$ cat src/design/bfg_pkg.sv
// Package for the battery fuel gauge: sizes, register indexes, controller states,
// command and status types and the saturating 64-bit add.
// It depends on nothing; every design file takes names from it by scope.
package bfg_pkg;

  localparam int BarPixels = 156;
  localparam int BarW      = $clog2(BarPixels + 1);
  localparam int NumW      = 16 + BarW;
  localparam int CntW      = $clog2(NumW);
  localparam int InW       = 48;
  localparam int OutW      = 208;

  localparam logic [2:0] CfgFull  = 3'd0;
  localparam logic [2:0] CfgGood  = 3'd1;
  localparam logic [2:0] CfgHalf  = 3'd2;
  localparam logic [2:0] CfgLow   = 3'd3;
  localparam logic [2:0] CfgEmpty = 3'd4;
  localparam logic [2:0] CfgLoad  = 3'd5;

  localparam logic [15:0] FullReset  = 16'd10160;
  localparam logic [15:0] GoodReset  = 16'd9960;
  localparam logic [15:0] HalfReset  = 16'd9760;
  localparam logic [15:0] LowReset   = 16'd9600;
  localparam logic [15:0] EmptyReset = 16'd9440;
  localparam logic [15:0] LoadReset  = 16'd400;

  localparam logic [1:0] LevelGood  = 2'd0;
  localparam logic [1:0] LevelHalf  = 2'd1;
  localparam logic [1:0] LevelLow   = 2'd2;
  localparam logic [1:0] LevelBelow = 2'd3;

  typedef enum logic [2:0] {
    S_IDLE,
    S_POWER,
    S_CHARGE,
    S_ENERGY,
    S_DIVIDE,
    S_FINISH
  } state_t;

  typedef enum logic [1:0] {
    OP_NONE,
    OP_POWER,
    OP_CHARGE,
    OP_ENERGY
  } mul_op_t;

  typedef struct packed {
    logic    load;
    mul_op_t mul_op;
    logic    div_step;
    logic    out_load;
  } cmd_t;

  typedef struct packed {
    logic div_done;
  } status_t;

  function automatic logic signed [63:0] sat_add(input logic signed [63:0] a,
                                                 input logic signed [63:0] b);
    logic signed [63:0] sum;
    sum = a + b;
    if ((a[63] == b[63]) && (sum[63] != a[63])) begin
      sum = a[63] ? {1'b1, 63'd0} : {1'b0, {63{1'b1}}};
    end
    return sum;
  endfunction

endpackage

$ cat src/design/battery_fuel_gauge.sv
// Battery fuel gauge top level: coulomb and energy counting with voltage bands.
// Joins bfg_ctrl and bfg_datapath; uses bfg_pkg.
// A request is taken only when the block is idle. It runs three steps of the shared
// multiplier and one bar divider step per numerator bit (24 for a 156-pixel bar),
// then the output load, which waits while an earlier result is still stalled.
// Synchronous reset restores the register defaults and clears both running sums.
module battery_fuel_gauge (
  input  logic                     clk,
  input  logic                     rst,
  input  logic                     s_axis_tvalid,
  output logic                     s_axis_tready,
  // Fields from bit 0: bus_code, shunt_code, elapsed_ms.
  input  logic [bfg_pkg::InW-1:0]  s_axis_tdata,
  output logic                     m_axis_tvalid,
  input  logic                     m_axis_tready,
  // Fields from bit 0: bus_out, shunt_out, power_product, charge_total,
  // energy_total, level, under_load, bar_width, then zero fill.
  output logic [bfg_pkg::OutW-1:0] m_axis_tdata,
  input  logic                     cfg_we,
  input  logic [2:0]               cfg_index,
  input  logic [15:0]              cfg_data
);

  bfg_pkg::cmd_t    cmd;
  bfg_pkg::status_t status;

  bfg_ctrl u_ctrl (
    .clk       (clk),
    .rst       (rst),
    .in_valid  (s_axis_tvalid),
    .in_ready  (s_axis_tready),
    .out_valid (m_axis_tvalid),
    .out_ready (m_axis_tready),
    .status    (status),
    .cmd       (cmd)
  );

  bfg_datapath u_datapath (
    .clk       (clk),
    .rst       (rst),
    .cfg_we    (cfg_we),
    .cfg_index (cfg_index),
    .cfg_data  (cfg_data),
    .in_data   (s_axis_tdata),
    .cmd       (cmd),
    .status    (status),
    .out_data  (m_axis_tdata)
  );

endmodule

$ cat src/design/bfg_ctrl.sv
// Controller of the fuel gauge: sequences the shared multiplier, the bar divider
// and the output register. Uses bfg_pkg for states, commands and status.
module bfg_ctrl (
  input  logic             clk,
  input  logic             rst,
  input  logic             in_valid,
  output logic             in_ready,
  output logic             out_valid,
  input  logic             out_ready,
  input  bfg_pkg::status_t status,
  output bfg_pkg::cmd_t    cmd
);

  bfg_pkg::state_t state, state_next;
  logic            out_valid_next;

  always_ff @(posedge clk) begin
    if (rst) begin
      state     <= bfg_pkg::S_IDLE;
      out_valid <= 1'b0;
    end else begin
      state     <= state_next;
      out_valid <= out_valid_next;
    end
  end

  always_comb begin
    state_next   = state;
    cmd.load     = 1'b0;
    cmd.mul_op   = bfg_pkg::OP_NONE;
    cmd.div_step = 1'b0;
    cmd.out_load = 1'b0;
    in_ready     = 1'b0;
    case (state)
      bfg_pkg::S_IDLE: begin
        in_ready = 1'b1;
        if (in_valid) begin
          cmd.load   = 1'b1;
          state_next = bfg_pkg::S_POWER;
        end
      end
      bfg_pkg::S_POWER: begin
        cmd.mul_op = bfg_pkg::OP_POWER;
        state_next = bfg_pkg::S_CHARGE;
      end
      bfg_pkg::S_CHARGE: begin
        cmd.mul_op = bfg_pkg::OP_CHARGE;
        state_next = bfg_pkg::S_ENERGY;
      end
      bfg_pkg::S_ENERGY: begin
        cmd.mul_op = bfg_pkg::OP_ENERGY;
        state_next = bfg_pkg::S_DIVIDE;
      end
      bfg_pkg::S_DIVIDE: begin
        cmd.div_step = 1'b1;
        if (status.div_done) begin
          state_next = bfg_pkg::S_FINISH;
        end
      end
      bfg_pkg::S_FINISH: begin
        if (!out_valid || out_ready) begin
          cmd.out_load = 1'b1;
          state_next   = bfg_pkg::S_IDLE;
        end
      end
      default: begin
        state_next = bfg_pkg::S_IDLE;
      end
    endcase
  end

  always_comb begin
    if (cmd.out_load) begin
      out_valid_next = 1'b1;
    end else if (out_ready) begin
      out_valid_next = 1'b0;
    end else begin
      out_valid_next = out_valid;
    end
  end

endmodule

$ cat src/design/bfg_datapath.sv
// Datapath of the fuel gauge: configuration registers, shared signed multiplier,
// saturating accumulators, restoring bar divider and output register. Uses bfg_pkg.
module bfg_datapath (
  input  logic                     clk,
  input  logic                     rst,
  input  logic                     cfg_we,
  input  logic [2:0]               cfg_index,
  input  logic [15:0]              cfg_data,
  input  logic [bfg_pkg::InW-1:0]  in_data,
  input  bfg_pkg::cmd_t            cmd,
  output bfg_pkg::status_t         status,
  output logic [bfg_pkg::OutW-1:0] out_data
);

  logic [15:0] full_level, good_level, half_level, low_level, empty_level;
  logic [15:0] load_threshold;

  logic [15:0]        bus_r;
  logic signed [15:0] shunt_r;
  logic [15:0]        ms_r;
  logic signed [31:0] power_r;
  logic signed [63:0] charge_acc, energy_acc;

  logic [bfg_pkg::NumW-1:0] num_r, quo_r;
  logic [16:0]              rem_r;
  logic [15:0]              den_r;
  logic                     bar_ok;
  logic [bfg_pkg::CntW-1:0] cnt;

  logic signed [32:0] mul_a;
  logic signed [16:0] mul_b;
  logic signed [49:0] prod;
  logic signed [63:0] inc;

  logic [16:0]              rem_sh;
  logic [bfg_pkg::NumW-1:0] num_load;
  logic [bfg_pkg::NumW-1:0] bar_clamp;
  logic [1:0]               level;
  logic [16:0]              mag;
  logic                     under_load;
  logic [7:0]               bar_width;

  always_ff @(posedge clk) begin
    if (rst) begin
      full_level     <= bfg_pkg::FullReset;
      good_level     <= bfg_pkg::GoodReset;
      half_level     <= bfg_pkg::HalfReset;
      low_level      <= bfg_pkg::LowReset;
      empty_level    <= bfg_pkg::EmptyReset;
      load_threshold <= bfg_pkg::LoadReset;
    end else if (cfg_we) begin
      case (cfg_index)
        bfg_pkg::CfgFull:  full_level     <= cfg_data;
        bfg_pkg::CfgGood:  good_level     <= cfg_data;
        bfg_pkg::CfgHalf:  half_level     <= cfg_data;
        bfg_pkg::CfgLow:   low_level      <= cfg_data;
        bfg_pkg::CfgEmpty: empty_level    <= cfg_data;
        bfg_pkg::CfgLoad:  load_threshold <= cfg_data;
        default: ;
      endcase
    end
  end

  always_comb begin
    case (cmd.mul_op)
      bfg_pkg::OP_POWER: begin
        mul_a = {17'd0, bus_r};
        mul_b = {shunt_r[15], shunt_r};
      end
      bfg_pkg::OP_CHARGE: begin
        mul_a = {{17{shunt_r[15]}}, shunt_r};
        mul_b = {1'b0, ms_r};
      end
      bfg_pkg::OP_ENERGY: begin
        mul_a = {power_r[31], power_r};
        mul_b = {1'b0, ms_r};
      end
      default: begin
        mul_a = '0;
        mul_b = '0;
      end
    endcase
    prod = mul_a * mul_b;
    inc  = {{14{prod[49]}}, prod};
  end

  assign num_load = bfg_pkg::NumW'(in_data[15:0] - empty_level)
                  * bfg_pkg::NumW'(bfg_pkg::BarPixels);
  assign rem_sh   = {rem_r[15:0], num_r[bfg_pkg::NumW-1]};
  assign status.div_done = (cnt == bfg_pkg::CntW'(bfg_pkg::NumW - 1));

  always_ff @(posedge clk) begin
    if (rst) begin
      charge_acc <= '0;
      energy_acc <= '0;
    end else begin
      case (cmd.mul_op)
        bfg_pkg::OP_CHARGE: charge_acc <= bfg_pkg::sat_add(charge_acc, inc);
        bfg_pkg::OP_ENERGY: energy_acc <= bfg_pkg::sat_add(energy_acc, inc);
        default: ;
      endcase
    end
  end

  always_ff @(posedge clk) begin
    if (cmd.load) begin
      bus_r   <= in_data[15:0];
      shunt_r <= in_data[31:16];
      ms_r    <= in_data[47:32];
      num_r   <= num_load;
      den_r   <= full_level - empty_level;
      bar_ok  <= (full_level > empty_level) && (in_data[15:0] > empty_level);
      rem_r   <= '0;
      quo_r   <= '0;
      cnt     <= '0;
    end else if (cmd.div_step) begin
      num_r <= {num_r[bfg_pkg::NumW-2:0], 1'b0};
      cnt   <= cnt + 1'b1;
      if (rem_sh >= {1'b0, den_r}) begin
        rem_r <= rem_sh - {1'b0, den_r};
        quo_r <= {quo_r[bfg_pkg::NumW-2:0], 1'b1};
      end else begin
        rem_r <= rem_sh;
        quo_r <= {quo_r[bfg_pkg::NumW-2:0], 1'b0};
      end
    end
    if (cmd.mul_op == bfg_pkg::OP_POWER) begin
      power_r <= prod[31:0];
    end
  end

  always_comb begin
    if (bus_r >= good_level) begin
      level = bfg_pkg::LevelGood;
    end else if (bus_r >= half_level) begin
      level = bfg_pkg::LevelHalf;
    end else if (bus_r >= low_level) begin
      level = bfg_pkg::LevelLow;
    end else begin
      level = bfg_pkg::LevelBelow;
    end
    mag        = shunt_r[15] ? 17'd0 - {shunt_r[15], shunt_r} : {1'b0, shunt_r};
    under_load = mag > {1'b0, load_threshold};
    if (quo_r > bfg_pkg::NumW'(bfg_pkg::BarPixels)) begin
      bar_clamp = bfg_pkg::NumW'(bfg_pkg::BarPixels);
    end else begin
      bar_clamp = quo_r;
    end
    bar_width = bar_ok ? bar_clamp[7:0] : 8'd0;
  end

  always_ff @(posedge clk) begin
    if (cmd.out_load) begin
      out_data <= {5'd0, bar_width, under_load, level, energy_acc, charge_acc,
                   power_r, shunt_r, bus_r};
    end
  end

endmodule

$ cat config.mk
export PLATFORM = sky130hd
export DESIGN_NAME = battery_fuel_gauge
export DESIGN_NICKNAME = d
export VERILOG_FILES = /design/src/design/bfg_pkg.sv /design/src/design/battery_fuel_gauge.sv /design/src/design/bfg_ctrl.sv /design/src/design/bfg_datapath.sv
export SDC_FILE = /design/constraint.sdc
export NUM_CORES = 2
export LEC_CHECK = 0
export BUFFER_PORTS_ARGS = -buffer_cell sky130_fd_sc_hd__buf_2
export CORE_MARGIN = 2
export CORE_UTILIZATION = 30
export DETAILED_ROUTE_END_ITERATION = 16
export PLACE_DENSITY = 0.57
export SETUP_SLACK_MARGIN = 0.3
export SKIP_CTS_REPAIR_TIMING = 1
export SYNTH_ARGS = -nofsm -noshare
export SYNTH_HDL_FRONTEND = slang
export SYNTH_SLANG_ARGS = --single-unit
$ cat constraint.sdc
create_clock -name clk -period 12.1 [get_ports clk]
set_input_delay 0 -clock clk [delete_from_list [all_inputs] [get_ports clk]]
set_output_delay 0 -clock clk [all_outputs]
set_load 0.1 [all_outputs]
==> flow_summary.yaml <==
grt:
  grt_overflow: 0
  antenna_found_initial: 8
  track_usage_pct: 18.8
  grt_start_max_net_pins: 143
  grt_pass1_vias: 41200
  grt_pass1_wl_um: 251000
detailed_routing:
  via_per_inst: 4.92
  finalWirelength_um: 168000
  final_antenna_net_count: 0
  drc_errors: 0
  post_drt_wl_per_cell_um: 20.2
  drt_first_pass_iters: 7
  drt_iter0_drc: 3072
  vias: 41000
synthesis:
  ys_types: 74
  synth_largest_area_cell: "fa_1"
  syn_area_mm2: 0.0519
  netlist_top_cells_count: "inv_1, nand2_1, fa_1"
  synth_most_common_cell: "inv_1"
  avgSynthCellArea_um2: 9.16
  async_flop_share_pct: 0
  synth_flop_cell: "edfxtp_1"
  ys_seq_area_share_pct: 29.1
  synth_cells: 5669
  synth_warnings: 0
  yosys.area.top_type_share_pct: 21.6
  synth-edff-count: 322
  ys_ff_latch: 595
  yosys-top-cells-area: "fa_1, edfxtp_1, dfxtp_1"
floorplan:
  die_y_um: 420
  fp.dieW_um: 420
  dieArea_mm2: 0.176
  boundaryPins: 282
  start_util_pct: 30.2
  rows: 152
  coreArea_mm2: 0.172
sta:
  final.setup.tns_ns: 0
  clock_skew_ns: 0.0387
  setup_viol: 0
  rsz0062_at_grt: "true"
  hold_slack_ns: 0.0291
  post-route-min-period_ns: 11.36
  maxSlewHeadroom_pct: 12.5
  tightest_slew_ns: 1.31
  max_freq_mhz: 88.0
  slew_viol_final: 0
  finalHoldViolCount: 0
  period_share_pct: 93.9
min_path:
  hold-path-endpoint: "u_datapath.shunt_r[1]"
  hold_path_depth: 2
  hold_class: "input pin to flop"
  min_from: "s_axis_tdata[17]"
clock_network:
  root_buffer: "clkbuf_16"
  cts_buffers: 75
  htree_levels: 3
  clock_path_buffers: 3
  worstSkewPairLatency_ns: 0.72
  cts_tree: "done"
  clk_pin_slew_ns: 0.06
  cts_sinks: 595
cells_and_area:
  fin_cells: 8320
  area_growth_pct: 14.2
  postLayoutCellArea_mm2: 0.0593
  utilization_pct: 34.5
  nNetsFinal: 6969
  fill_cells: 17600
  drive_gt1_share_pct: 9.26
pwr:
  powerDensity_mw_per_mm2: 140
  ir_drop_mv: 0.105
  leakagePower_nw: 26.2
setup_path:
  r2r-end: "u_datapath.energy_acc[2]"
  regToRegSetupSlack_ns: 0.74
  slowest_delay_ns: 0.60
  cp.arrival_ns: 11.91
  worstReg2RegStart: "u_ctrl.state[1]"
  endpoint_kind: "flop"
  crit_fanout: 34
  path_class: "flop to flop"
  path_common_cell: "fa_1"
  slowest_stage: "fa_1"
  reg2reg_depth: 38
  startpoint_type: "flop"
  startpoint: "u_ctrl.state[1]"
  worstPathRequired_ns: 12.65
place:
  place.gp.congestion: 0.931
  dp_hpwl_um: 134000
  dp_cells: 8099
  place_area_mm2: 0.0560
  io_buffers: 276
run:
  drv_cap: 0
status:
  status: "completed"
-- worst max-delay path: cells and delay by family, from the launching register on --
family	cells	cell delay, ns
fa+ha+maj	8	3.93
compound gates	14	3.66
simple gates	8	1.44
buf+inv	7	1.18
flops	1	0.53
mux	1	0.39
-- layer usage --
layer / wire [um] / up-vias / global-route usage [%] / part of all wire (%)
met1: 66800 / 20300 / 22.4 / 40
met3: 8770 / 270 / 3.29 / 5.2
met4: 7680 / 2 / 8.18 / 4.6
met2: 84600 / 1095 / 33.1 / 50
met5: 7 / - / 0 / 0.0042
li1: - / 19300 / - / -
-- logic make-up (layout without fill, tap and decap cells) --
| group | Yosys count | after routing | share of synthesized area, % |
|---|---|---|---|
| mux | 20 | 20 | 0.426 |
| compound gates | 1068 | 1069 | 13.2 |
| fa+ha+maj | 955 | 955 | 31.1 |
| flops | 595 | 595 | 29.1 |
| other cells | 1 | 11 | 0.00722 |
| xor+xnor | 220 | 220 | 3.71 |
| buf+inv | 1036 | 1366 | 7.60 |
| simple gates | 1774 | 1774 | 14.8 |
-- cell usage in the layout, fill, tap and decap left out, types with 80 or more instances in the layout --
master    synthesis  layout
inv_1           793     792
nand2_1         769     768
fa_1            560     560
nor2_1          530     524
ha_1            395     395
a21oi_1         357     349
edfxtp_1        322     322
buf_2             9     275
dfxtp_1         273     271
a21o_1          172     164
o21ai_0         152     152
xnor2_1         140     140
a211oi_1        111     109
nor3_1          103     103
nand3_1          99      99
buf_4             5      81
xor2_1           80      80
-- cell type report --
class,count,area [um^2],share of cell area [%]
flip-flops and latches,595,15100,25.5
well taps,2310,2890,4.87
multi-input cells,4043,33000,55.7
repair buffers,434,2800,4.71
diodes,6,15.0,0.0253
clock inverters,36,332,0.559
inverters,793,2980,5.02
clock buffers,103,2120,3.57
-- report_power, final --
part | switching (mW) | leakage [nW] | internal (mW)
Combinational | 2.25 | 19.9 | 1.36
Sequential | 0.138 | 5.12 | 2.29
Clock | 0.981 | 1.19 | 1.27
Total | 3.37 | 26.2 | 4.92
-- flip-flops by register name, summed over array words and instances, names as in the netlist --
register / cells
u_datapath.out_data: 203
u_datapath.charge_acc: 64
u_datapath.energy_acc: 64
u_datapath.power_r: 32
u_datapath.quo_r: 24
u_datapath.num_r: 22
u_datapath.bus_r: 16
u_datapath.den_r: 16
u_datapath.empty_level: 16
u_datapath.full_level: 16
u_datapath.good_level: 16
u_datapath.half_level: 16
u_datapath.load_threshold: 16
u_datapath.low_level: 16
u_datapath.ms_r: 16
u_datapath.rem_r: 16
u_datapath.shunt_r: 16
u_datapath.cnt: 5
u_ctrl.state: 3
u_ctrl.out_valid: 1
u_datapath.bar_ok: 1
-- metrics by stage --
stage               total power [mW]  setup slack (ns)
floorplan                       5.03             0.677
global placement                6.02             0.462
detailed placement              6.05             0.502
CTS                             8.37             0.413
global route                    8.87             0.293
finish                          8.29             0.740
-- how the worst max path moves through the flow --
stage / to / depth (start not counted)
5_1_grt: u_datapath.energy_acc[2] / 40
6_report: u_datapath.energy_acc[2] / 38
2_1_floorplan: u_datapath.energy_acc[11] / 38
3_5_place_dp: u_datapath.energy_acc[27] / 38
3_3_place_gp: u_datapath.energy_acc[4] / 38
4_1_cts: u_datapath.energy_acc[2] / 38
Power figures use the tool's default switching activity.
